==> config.mk <==
export PLATFORM = sky130hd
export DESIGN_NAME = nand_read_program_erase_sequencer_flat
export DESIGN_NICKNAME = d
export VERILOG_FILES = /design/src/rtl/nrpe_pkg.sv /design/src/rtl/nrpe_req_if.sv /design/src/rtl/nrpe_res_if.sv /design/src/rtl/nrpe_ctrl.sv /design/src/rtl/nrpe_burst.sv /design/src/rtl/nand_read_program_erase_sequencer.sv /design/src/flat_wrapper.sv
export SDC_FILE = /design/constraint.sdc
export NUM_CORES = 1
export LEC_CHECK = 0
export ABC_AREA = 1
export BUFFER_PORTS_ARGS = -buffer_cell sky130_fd_sc_hd__buf_4
export CORE_MARGIN = 4
export CORE_UTILIZATION = 45
export CTS_CLUSTER_SIZE = 24
export DETAILED_ROUTE_END_ITERATION = 7
export GPL_TIMING_DRIVEN = 0
export SYNTH_ARGS = -nofsm -noshare
export SYNTH_HDL_FRONTEND = slang
export SYNTH_SLANG_ARGS = --single-unit
==> constraint.sdc <==
create_clock -name clk -period 9.18 [get_ports clk]
set_input_delay 0.918 -clock clk [delete_from_list [all_inputs] [get_ports clk]]
set_output_delay 0.918 -clock clk [all_outputs]
set_load 0.02 [all_outputs]
==> src/rtl/nrpe_pkg.sv <==
`default_nettype none
// ----------------------------------------------------------------------------
// nrpe_pkg
// shared types, constants and codes of the nand read/program/erase sequencer
// ----------------------------------------------------------------------------
package nrpe_pkg;

    // geometry, both powers of two
    localparam int PAGE_BYTES      = 2048;
    localparam int PAGES_PER_BLOCK = 64;
    localparam int BLOCK_BYTES     = PAGE_BYTES * PAGES_PER_BLOCK;
    localparam int PAGE_SHIFT      = $clog2(PAGE_BYTES);
    localparam int BLOCK_SHIFT     = $clog2(BLOCK_BYTES);

    // field widths
    localparam int TYPE_W  = 3;
    localparam int ADDR_W  = 28;
    localparam int LEN_W   = 29;
    localparam int BYTE_W  = 8;
    localparam int KIND_W  = 3;
    localparam int ERR_W   = 2;
    localparam int PAGE_W  = 17;
    localparam int COL_W   = PAGE_SHIFT + 1;

    // results per input item
    localparam int MAX_RESULTS = 8;
    localparam int CNT_W       = $clog2(MAX_RESULTS + 1);
    localparam int IDX_W       = $clog2(MAX_RESULTS);

    // request types
    localparam logic [TYPE_W-1:0] REQ_READ    = 3'd0;
    localparam logic [TYPE_W-1:0] REQ_PROGRAM = 3'd1;
    localparam logic [TYPE_W-1:0] REQ_ERASE   = 3'd2;
    localparam logic [TYPE_W-1:0] REQ_HOST    = 3'd3;
    localparam logic [TYPE_W-1:0] REQ_READY   = 3'd4;
    localparam logic [TYPE_W-1:0] REQ_FLASH   = 3'd5;

    // cycle kinds
    localparam logic [KIND_W-1:0] KIND_CMD   = 3'd0;
    localparam logic [KIND_W-1:0] KIND_ADDR  = 3'd1;
    localparam logic [KIND_W-1:0] KIND_WDATA = 3'd2;
    localparam logic [KIND_W-1:0] KIND_RDATA = 3'd3;
    localparam logic [KIND_W-1:0] KIND_DONE  = 3'd4;

    // error codes
    localparam logic [ERR_W-1:0] ERR_OK        = 2'd0;
    localparam logic [ERR_W-1:0] ERR_PROGRAM   = 2'd1;
    localparam logic [ERR_W-1:0] ERR_ERASE     = 2'd2;
    localparam logic [ERR_W-1:0] ERR_MISALIGN  = 2'd3;

    // nand commands
    localparam logic [BYTE_W-1:0] CMD_READ1   = 8'h00;
    localparam logic [BYTE_W-1:0] CMD_READ2   = 8'h30;
    localparam logic [BYTE_W-1:0] CMD_PROG1   = 8'h80;
    localparam logic [BYTE_W-1:0] CMD_PROG2   = 8'h10;
    localparam logic [BYTE_W-1:0] CMD_STATUS  = 8'h70;
    localparam logic [BYTE_W-1:0] CMD_ERASE1  = 8'h60;
    localparam logic [BYTE_W-1:0] CMD_ERASE2  = 8'hD0;

    typedef struct packed {
        logic [TYPE_W-1:0] req_type;
        logic [ADDR_W-1:0] byte_address;
        logic [LEN_W-1:0]  byte_length;
        logic [BYTE_W-1:0] data_byte;
    } req_item_t;

    typedef struct packed {
        logic [KIND_W-1:0] kind;
        logic [BYTE_W-1:0] value;
        logic [ERR_W-1:0]  err;
    } entry_t;

    typedef struct packed {
        logic [CNT_W-1:0]                 count;
        entry_t [MAX_RESULTS-1:0]         entry;
    } burst_t;

    function automatic entry_t mk_entry(logic [KIND_W-1:0] kind,
                                        logic [BYTE_W-1:0] value,
                                        logic [ERR_W-1:0]  err);
        entry_t e;
        e.kind  = kind;
        e.value = value;
        e.err   = err;
        return e;
    endfunction

endpackage
`default_nettype wire

==> src/rtl/nrpe_req_if.sv <==
`default_nettype none
// ----------------------------------------------------------------------------
// nrpe_req_if
// request/event channel: valid, ready and one input item
// ----------------------------------------------------------------------------
interface nrpe_req_if;
    logic                          valid;
    logic                          ready;
    logic [nrpe_pkg::TYPE_W-1:0]   req_type;
    logic [nrpe_pkg::ADDR_W-1:0]   byte_address;
    logic [nrpe_pkg::LEN_W-1:0]    byte_length;
    logic [nrpe_pkg::BYTE_W-1:0]   data_byte;

    modport source (output valid, output req_type, output byte_address,
                    output byte_length, output data_byte, input ready);
    modport sink   (input valid, input req_type, input byte_address,
                    input byte_length, input data_byte, output ready);
endinterface
`default_nettype wire

==> src/rtl/nrpe_res_if.sv <==
`default_nettype none
// ----------------------------------------------------------------------------
// nrpe_res_if
// bus cycle channel: valid, ready and one result item
// ----------------------------------------------------------------------------
interface nrpe_res_if;
    logic                          valid;
    logic                          ready;
    logic [nrpe_pkg::KIND_W-1:0]   cycle_kind;
    logic [nrpe_pkg::BYTE_W-1:0]   cycle_value;
    logic [nrpe_pkg::ERR_W-1:0]    error_code;
    logic                          burst_last;

    modport source (output valid, output cycle_kind, output cycle_value,
                    output error_code, output burst_last, input ready);
    modport sink   (input valid, input cycle_kind, input cycle_value,
                    input error_code, input burst_last, output ready);
endinterface
`default_nettype wire

==> src/rtl/nrpe_ctrl.sv <==
`default_nettype none
// ----------------------------------------------------------------------------
// nrpe_ctrl
// operation state and burst decode for one accepted item
// ----------------------------------------------------------------------------
module nrpe_ctrl (
    input  wire logic                clk,
    input  wire logic                rst_n,
    input  wire logic                take,
    input  wire nrpe_pkg::req_item_t item,
    output nrpe_pkg::burst_t         burst
);
    import nrpe_pkg::*;

    typedef enum logic [7:0] {
        PH_IDLE    = 8'b0000_0001,
        PH_RD_WAIT = 8'b0000_0010,
        PH_RD_DATA = 8'b0000_0100,
        PH_PG_DATA = 8'b0000_1000,
        PH_PG_WAIT = 8'b0001_0000,
        PH_PG_STAT = 8'b0010_0000,
        PH_ER_WAIT = 8'b0100_0000,
        PH_ER_STAT = 8'b1000_0000
    } phase_t;

    phase_t              phase_reg, phase_next;
    logic [PAGE_W-1:0]   page_reg, page_next;
    logic [COL_W-1:0]    col_reg, col_next;
    logic [LEN_W-1:0]    left_reg, left_next;

    logic                lead_en;
    entry_t              lead;
    logic                cmd_en;
    logic [BYTE_W-1:0]   cmd_code;
    logic                start_read, start_prog, start_erase;
    logic                done_en;
    logic [ERR_W-1:0]    done_err;
    logic [15:0]         col16;
    logic [23:0]         row24;
    logic [CNT_W-1:0]    cnt;
    entry_t [MAX_RESULTS-1:0] ent;

    always_comb
    begin
        phase_next  = phase_reg;
        page_next   = page_reg;
        col_next    = col_reg;
        left_next   = left_reg;
        lead_en     = 1'b0;
        lead        = mk_entry(KIND_CMD, '0, ERR_OK);
        cmd_en      = 1'b0;
        cmd_code    = CMD_STATUS;
        start_read  = 1'b0;
        start_prog  = 1'b0;
        start_erase = 1'b0;
        done_en     = 1'b0;
        done_err    = ERR_OK;

        case (item.req_type)
            REQ_READ, REQ_PROGRAM, REQ_ERASE:
            begin
                if (phase_reg == PH_IDLE)
                begin
                    page_next = PAGE_W'(item.byte_address >> PAGE_SHIFT);
                    col_next  = COL_W'(item.byte_address[PAGE_SHIFT-1:0]);
                    left_next = item.byte_length;
                    if (item.req_type == REQ_ERASE)
                    begin
                        col_next = '0;
                        if (item.byte_address[BLOCK_SHIFT-1:0] != '0 ||
                            item.byte_length[BLOCK_SHIFT-1:0] != '0)
                        begin
                            done_en  = 1'b1;
                            done_err = ERR_MISALIGN;
                        end
                        else if (item.byte_length == '0)
                            done_en = 1'b1;
                        else
                            start_erase = 1'b1;
                    end
                    else if (item.byte_length == '0)
                        done_en = 1'b1;
                    else if (item.req_type == REQ_READ)
                        start_read = 1'b1;
                    else
                        start_prog = 1'b1;
                end
            end
            REQ_HOST:
            begin
                if (phase_reg == PH_PG_DATA)
                begin
                    lead_en   = 1'b1;
                    lead      = mk_entry(KIND_WDATA, item.data_byte, ERR_OK);
                    left_next = left_reg - 1'b1;
                    col_next  = col_reg + 1'b1;
                    if (left_next == '0 || col_next >= COL_W'(PAGE_BYTES))
                    begin
                        cmd_en     = 1'b1;
                        cmd_code   = CMD_PROG2;
                        phase_next = PH_PG_WAIT;
                    end
                end
            end
            REQ_READY:
            begin
                if (phase_reg == PH_RD_WAIT)
                    phase_next = PH_RD_DATA;
                else if (phase_reg == PH_PG_WAIT)
                begin
                    cmd_en     = 1'b1;
                    phase_next = PH_PG_STAT;
                end
                else if (phase_reg == PH_ER_WAIT)
                begin
                    cmd_en     = 1'b1;
                    phase_next = PH_ER_STAT;
                end
            end
            REQ_FLASH:
            begin
                if (phase_reg == PH_RD_DATA)
                begin
                    lead_en   = 1'b1;
                    lead      = mk_entry(KIND_RDATA, item.data_byte, ERR_OK);
                    left_next = left_reg - 1'b1;
                    col_next  = col_reg + 1'b1;
                    if (left_next == '0)
                        done_en = 1'b1;
                    else if (col_next >= COL_W'(PAGE_BYTES))
                    begin
                        page_next  = page_reg + 1'b1;
                        col_next   = '0;
                        start_read = 1'b1;
                    end
                end
                else if (phase_reg == PH_PG_STAT)
                begin
                    if (item.data_byte[0])
                    begin
                        done_en  = 1'b1;
                        done_err = ERR_PROGRAM;
                    end
                    else
                    begin
                        page_next = page_reg + 1'b1;
                        col_next  = '0;
                        if (left_reg == '0)
                            done_en = 1'b1;
                        else
                            start_prog = 1'b1;
                    end
                end
                else if (phase_reg == PH_ER_STAT)
                begin
                    if (item.data_byte[0])
                    begin
                        done_en  = 1'b1;
                        done_err = ERR_ERASE;
                    end
                    else
                    begin
                        left_next = (left_reg >= LEN_W'(BLOCK_BYTES)) ?
                                    left_reg - LEN_W'(BLOCK_BYTES) : '0;
                        page_next = page_reg + PAGE_W'(PAGES_PER_BLOCK);
                        if (left_next == '0)
                            done_en = 1'b1;
                        else
                            start_erase = 1'b1;
                    end
                end
            end
            default:
            begin
            end
        endcase

        if (start_read)
            phase_next = PH_RD_WAIT;
        if (start_prog)
            phase_next = PH_PG_DATA;
        if (start_erase)
            phase_next = PH_ER_WAIT;
        if (done_en)
            phase_next = PH_IDLE;
    end

    // burst assembly in bus order
    always_comb
    begin
        col16 = 16'(col_next);
        row24 = 24'(page_next);
        ent   = '0;
        cnt   = '0;
        if (lead_en)
        begin
            ent[cnt[IDX_W-1:0]] = lead;
            cnt = cnt + 1'b1;
        end
        if (cmd_en)
        begin
            ent[cnt[IDX_W-1:0]] = mk_entry(KIND_CMD, cmd_code, ERR_OK);
            cnt = cnt + 1'b1;
        end
        if (start_read || start_prog || start_erase)
        begin
            ent[cnt[IDX_W-1:0]] = mk_entry(KIND_CMD,
                start_read ? CMD_READ1 : (start_prog ? CMD_PROG1 : CMD_ERASE1), ERR_OK);
            cnt = cnt + 1'b1;
            if (!start_erase)
            begin
                ent[cnt[IDX_W-1:0]] = mk_entry(KIND_ADDR, col16[7:0], ERR_OK);
                cnt = cnt + 1'b1;
                ent[cnt[IDX_W-1:0]] = mk_entry(KIND_ADDR, col16[15:8], ERR_OK);
                cnt = cnt + 1'b1;
            end
            ent[cnt[IDX_W-1:0]] = mk_entry(KIND_ADDR, row24[7:0], ERR_OK);
            cnt = cnt + 1'b1;
            ent[cnt[IDX_W-1:0]] = mk_entry(KIND_ADDR, row24[15:8], ERR_OK);
            cnt = cnt + 1'b1;
            ent[cnt[IDX_W-1:0]] = mk_entry(KIND_ADDR, row24[23:16], ERR_OK);
            cnt = cnt + 1'b1;
            if (start_read || start_erase)
            begin
                ent[cnt[IDX_W-1:0]] = mk_entry(KIND_CMD,
                    start_read ? CMD_READ2 : CMD_ERASE2, ERR_OK);
                cnt = cnt + 1'b1;
            end
        end
        if (done_en)
        begin
            ent[cnt[IDX_W-1:0]] = mk_entry(KIND_DONE, '0, done_err);
            cnt = cnt + 1'b1;
        end
        burst.count = cnt;
        burst.entry = ent;
    end

    always_ff @(posedge clk or negedge rst_n)
    begin
        if (!rst_n)
        begin
            phase_reg <= PH_IDLE;
            page_reg  <= '0;
            col_reg   <= '0;
            left_reg  <= '0;
        end
        else if (take)
        begin
            phase_reg <= phase_next;
            page_reg  <= page_next;
            col_reg   <= col_next;
            left_reg  <= left_next;
        end
    end

endmodule
`default_nettype wire

==> src/rtl/nrpe_burst.sv <==
`default_nettype none
// ----------------------------------------------------------------------------
// nrpe_burst
// result buffer: holds one burst and drains it, while res is ready, one transfer per cycle
// ----------------------------------------------------------------------------
module nrpe_burst (
    input  wire logic             clk,
    input  wire logic             rst_n,
    input  wire logic             load,
    input  wire nrpe_pkg::burst_t burst,
    output logic                  can_load,
    nrpe_res_if.source            res
);
    import nrpe_pkg::*;

    logic [CNT_W-1:0]         count_reg;
    logic [IDX_W-1:0]         idx_reg;
    entry_t [MAX_RESULTS-1:0] ent_reg;
    entry_t                   cur;
    logic                     last;
    logic                     pop;

    assign cur      = ent_reg[idx_reg];
    assign last     = (CNT_W'(idx_reg) + 1'b1) == count_reg;
    assign pop      = res.valid && res.ready;
    assign can_load = (count_reg == '0) || (pop && last);

    assign res.valid       = count_reg != '0;
    assign res.cycle_kind  = cur.kind;
    assign res.cycle_value = cur.value;
    assign res.error_code  = cur.err;
    assign res.burst_last  = last;

    always_ff @(posedge clk or negedge rst_n)
    begin
        if (!rst_n)
        begin
            count_reg <= '0;
            idx_reg   <= '0;
        end
        else if (load && burst.count != '0)
        begin
            count_reg <= burst.count;
            idx_reg   <= '0;
        end
        else if (pop)
        begin
            if (last)
                count_reg <= '0;
            else
                idx_reg <= idx_reg + 1'b1;
        end
    end

    always_ff @(posedge clk)
    begin
        if (load && burst.count != '0)
            ent_reg <= burst.entry;
    end

endmodule
`default_nettype wire

==> src/rtl/nand_read_program_erase_sequencer.sv <==
`default_nettype none
// ----------------------------------------------------------------------------
// nand_read_program_erase_sequencer
// turns read, program and erase requests into nand command, address and
// data bus cycles, page by page or block by block
// ----------------------------------------------------------------------------
// An item on req is decoded in the cycle it transfers and its bus cycles
// (up to eight) are loaded into a result buffer, which sends one transfer
// per cycle on res while res is ready. An item that causes results holds
// the block until its last result transfers: req is ready whenever the
// buffer is empty or its last result transfers in the same cycle, so a
// stream of host or flash bytes that each cause one result runs at one
// item per cycle while res is ready. Pages are PAGE_BYTES bytes and blocks
// PAGES_PER_BLOCK pages; there is no clearing pass after reset.
module nand_read_program_erase_sequencer (
    input  wire logic  clk,
    input  wire logic  rst_n,
    nrpe_req_if.sink   req,
    nrpe_res_if.source res
);
    import nrpe_pkg::*;

    req_item_t item;
    burst_t    burst;
    logic      can_load;
    logic      take;

    assign item.req_type     = req.req_type;
    assign item.byte_address = req.byte_address;
    assign item.byte_length  = req.byte_length;
    assign item.data_byte    = req.data_byte;

    assign req.ready = can_load;
    assign take      = req.valid && can_load;

    nrpe_ctrl u_ctrl (
        .clk   (clk),
        .rst_n (rst_n),
        .take  (take),
        .item  (item),
        .burst (burst)
    );

    nrpe_burst u_burst (
        .clk      (clk),
        .rst_n    (rst_n),
        .load     (take),
        .burst    (burst),
        .can_load (can_load),
        .res      (res)
    );

endmodule
`default_nettype wire

==> src/flat_wrapper.sv <==
// flat-port wrapper written by rule: the top's interface ports become plain ports
module nand_read_program_erase_sequencer_flat import nrpe_pkg::*;
  (clk, rst_n, req_valid, req_req_type, req_byte_address, req_byte_length, req_data_byte, req_ready, res_valid, res_cycle_kind, res_cycle_value, res_error_code, res_burst_last, res_ready);
  nrpe_req_if req_i ();
  nrpe_res_if res_i ();
  input  wire logic clk;
  input  wire logic rst_n;
  input wire logic [$bits(req_i.valid)-1:0] req_valid;
  input wire logic [$bits(req_i.req_type)-1:0] req_req_type;
  input wire logic [$bits(req_i.byte_address)-1:0] req_byte_address;
  input wire logic [$bits(req_i.byte_length)-1:0] req_byte_length;
  input wire logic [$bits(req_i.data_byte)-1:0] req_data_byte;
  output wire logic [$bits(req_i.ready)-1:0] req_ready;
  output wire logic [$bits(res_i.valid)-1:0] res_valid;
  output wire logic [$bits(res_i.cycle_kind)-1:0] res_cycle_kind;
  output wire logic [$bits(res_i.cycle_value)-1:0] res_cycle_value;
  output wire logic [$bits(res_i.error_code)-1:0] res_error_code;
  output wire logic [$bits(res_i.burst_last)-1:0] res_burst_last;
  input wire logic [$bits(res_i.ready)-1:0] res_ready;
  assign req_i.valid = req_valid;
  assign req_i.req_type = req_req_type;
  assign req_i.byte_address = req_byte_address;
  assign req_i.byte_length = req_byte_length;
  assign req_i.data_byte = req_data_byte;
  assign req_ready = req_i.ready;
  assign res_valid = res_i.valid;
  assign res_cycle_kind = res_i.cycle_kind;
  assign res_cycle_value = res_i.cycle_value;
  assign res_error_code = res_i.error_code;
  assign res_burst_last = res_i.burst_last;
  assign res_i.ready = res_ready;
  nand_read_program_erase_sequencer u_core (.clk(clk), .rst_n(rst_n), .req(req_i), .res(res_i));
endmodule
==> summary.md <==
| Metric | Value |
|---|---|
| Status | completed |
| First-pass GRT wire length | 92,600 um |
| Final HPWL DP | 48,100 um |
| Unrepaired setup endpoints after global routing | no |
| Pre-CTS setup slack | 1950 ps |
| Initial core utilization | 45.6% |
| Root buffer cell | clkbuf_16 |
| Count of input and output buffers | 87 |
| Mapped Area | 14,800 um2 |
| Routability-driven placement congestion ratio | 1.06 |
| Crit path max fanout | 36 |
| DR WL/cell | 21.8 um |
| Max-cap violations | 0 |
| Worst vdd ir | 0.141 mV |
| GRT overflow | 0 |
| Setup bufs post-CTS | 0 |
| Synthesized area per cell | 6.64 um2 |
| Vias per inst | 5.89 |
| F_max | 135 MHz |
| DRT Pass-1 Iters | 5 |
| Fin Hold WS | 511 ps |
| Most frequent cell after synthesis | nand2_1 |
| Pleak | 6.95 nW |
| Slew Limit Fails | 0 |
| Top cell type's share of synthesized area | 19.7% |
| Die Width | 189 um |
| Clock Tree Buf Depth | 2 |
| Hold Crit Start | u_core.u_ctrl.col_reg[10]$_DFFE_PN0P_ |
| Clock skew after layout | 13.2 ps |
| Vias in the first global route | 15,600 |
| Fraction of registers with async set or reset after synthesis | 42.9% |
| Layout net count | 2,438 |
| Worst Setup End Kind | flip-flop |
| Top Metal Used | met5 |
| Tmin final | 7430 ps |
| Fin worst setup slack | 1750 ps |
| Ant. Diodes | 0 |
| Post-place instance area | 16,100 um2 |
| Cells after DPL | 2,769 |
| FF-to-FF path depth | 33 |
| Critical Path RT | 9330 ps |
| Met2 WL post-DR | 27,600 um |
| Synthesized instance count | 2,226 |
| R2R Setup Slk | 1750 ps |
| Post-synth top area cell | edfxtp_1 |
| WS Path Type | reg2reg |
| Largest net degree at the start of global routing | 74 |
| Main flop type after synthesis | edfxtp_1 |
| DRT antenna net count | 0 |
| Die Ht | 189 um |
| Most frequent cells after synthesis | nand2_1 (478), nor2_1 (350), inv_1 (228) |
| CTS tree | done |
| Hold buffers post-CTS | 0 |
| Final Instance Area | 16,600 um2 |
| CTS sink cnt | 170 |
| Worst-path clk slew | 70 ps |
| Layout cells sized above 1 | 10.9% |
| Initial DRC Count | 1,795 |
| Met3 routed WL | 4600 um |
| Slew headroom | 25.6% |
| Synth Warn # | 0 |
| Clk_lat worst skew | 460 ps |
| Die ar. | 35,800 um2 |
| CP arrival | 7590 ps |
| Cts repair resizes | 0 |
| WL final | 61,200 um |
| Synth cell types | 62 |
| Worst reg2reg startpoint | u_core.u_ctrl.left_reg[1]$_DFFE_PN0P_ |
| Final setup TNS | 0 ps |
| Core ar. | 32,500 um2 |
| Drc violations | 0 |
| Vias | 16,500 |
| IO Pins | 88 |
| RR Endpoint | u_core.u_burst.ent_reg[43]$_DFFE_PP_ |
| Max reg flops | 97 |
| Worst slew pin tran | 1110 ps |
| CP max-delay cell | ha_1 |
| All-Layer GR Usage | 33.5% |
| Setup-failing EPs final | 0 |
| PD cells | 269 nW/um2 |
| Worst Hold Class | reg2reg |
| CTS buffer count | 17 |
| Area delta synth->final | 12.6% |
| Hold Path Cell Cnt | 2 |
| Synth top area cells | edfxtp_1 (20%), dfrtp_1 (12%), nand2_1 (12%) |
| CP peak stage delay | 490 ps |
| Initial antenna violation count | 2 |
| Hold worst-path end | u_core.u_ctrl.col_reg[10]$_DFFE_PN0P_ |
| Row count | 66 |
| Fillers | 3,385 |
| Final Hold Viols | 0 |
| Startpoint Class | flip-flop |
| Routed length on met1 | 25,900 um |
| EDFF count, synth | 97 |
| Flops & latches, synth | 170 |
| Period utilization | 81.0% |
| Final cell count without fillers | 2,801 |
| Max H-tree Level | 4 |
| Register area share after synthesis | 32.1% |
worst max path at each step:
stage                     depth (start not counted)                                  start  slack, ps                                       to
after detailed placement                         33  u_core.u_ctrl.left_reg[1]$_DFFE_PN0P_       1950     u_core.u_burst.ent_reg[29]$_DFFE_PP_
final                                            33  u_core.u_ctrl.left_reg[1]$_DFFE_PN0P_       1750     u_core.u_burst.ent_reg[43]$_DFFE_PP_
after floorplan                                  30  u_core.u_ctrl.left_reg[0]$_DFFE_PN0P_       2780  u_core.u_burst.ent_reg[0]$_SDFFCE_PN0P_
after global placement                           30  u_core.u_ctrl.left_reg[1]$_DFFE_PN0P_        880     u_core.u_burst.ent_reg[29]$_DFFE_PP_
after CTS                                        33  u_core.u_ctrl.left_reg[1]$_DFFE_PN0P_       1920     u_core.u_burst.ent_reg[29]$_DFFE_PP_
after global routing                             31  u_core.u_ctrl.left_reg[7]$_DFFE_PN0P_       1370     u_core.u_burst.ent_reg[71]$_DFFE_PP_
per-stage QoR:
step | power, mW | utilization [%]
after floorplan | 2.84 | -
after global placement | 3.68 | 49.4
after detailed placement | 3.71 | 49.6
after CTS | 4.43 | 51.3
after global routing | 4.78 | 51.3
final | 4.48 | 51.3
final cells by class:
class / count / area, um2 / share of cell area (%)
Multi-Input combinational cell: 1718 / 8740 / 52.5
Timing Repair Buffer: 90 / 713 / 4.28
Tap cell: 442 / 553 / 3.32
Inverter: 266 / 1000 / 6.01
Clock inverter: 14 / 125 / 0.752
Clock buffer: 18 / 429 / 2.58
Sequential cell: 170 / 4740 / 28.5
Buffer: 83 / 348 / 2.09
critical path, delay by kind of cell (launching register included):
| kind | cells | cell delay (ps) |
|---|---|---|
| buf+inv | 9 | 2310 |
| simple gates | 18 | 2240 |
| fa+ha+maj | 4 | 1420 |
| compound gates | 1 | 410 |
| flops | 1 | 360 |
| xor+xnor | 1 | 320 |
where the power goes:
part	switching (mW)	leakage (nW)	total [mW]	internal, mW
registers	0.182	1.78	1.17	0.992
logic	1.83	4.89	2.58	0.756
clock network	0.361	0.273	0.720	0.359
total	2.37	6.95	4.48	2.11
layout by cell type, fill, tap and decap left out, types with 8 or more instances in the layout:
cell type,synthesis,final
nor2_2,20,20
a22oi_1,14,14
edfxtp_1,97,97
nand4_1,27,27
nand2_2,16,16
xor2_1,41,41
inv_1,228,228
o211ai_1,29,29
a211oi_1,15,15
o31ai_1,9,9
clkbuf_1,68,69
nor3_1,32,32
buf_4,2,89
ha_1,20,20
o21ai_2,12,12
clkbuf_16,0,17
nand2_1,478,478
nor2_1,350,350
a31oi_1,23,23
o21ai_1,38,38
a221oi_1,20,20
conb_1,1,12
nor2_4,8,8
inv_2,33,33
o21ai_0,179,179
a21oi_1,119,119
o22ai_1,54,54
nor4_1,21,21
dfrtp_1,72,72
nand3_2,9,9
nand3_1,114,114
logic make-up after synthesis:
kind of cell / after synthesis / share of synthesized area, %
flops: 170 / 32.1
xor+xnor: 47 / 2.78
other cells: 1 / 0.0254
simple gates: 1099 / 32.6
fa+ha+maj: 20 / 1.69
compound gates: 540 / 21.8
buf+inv: 349 / 9.12
metal layers:
metal	global-route usage [%]	vias to the layer above
li1	-	7784
met1	44.9	7705
met2	54.2	837
met3	5.03	178
met4	14.8	4
met5	0	-
Note: power is estimated with default switching activity, not from simulation.
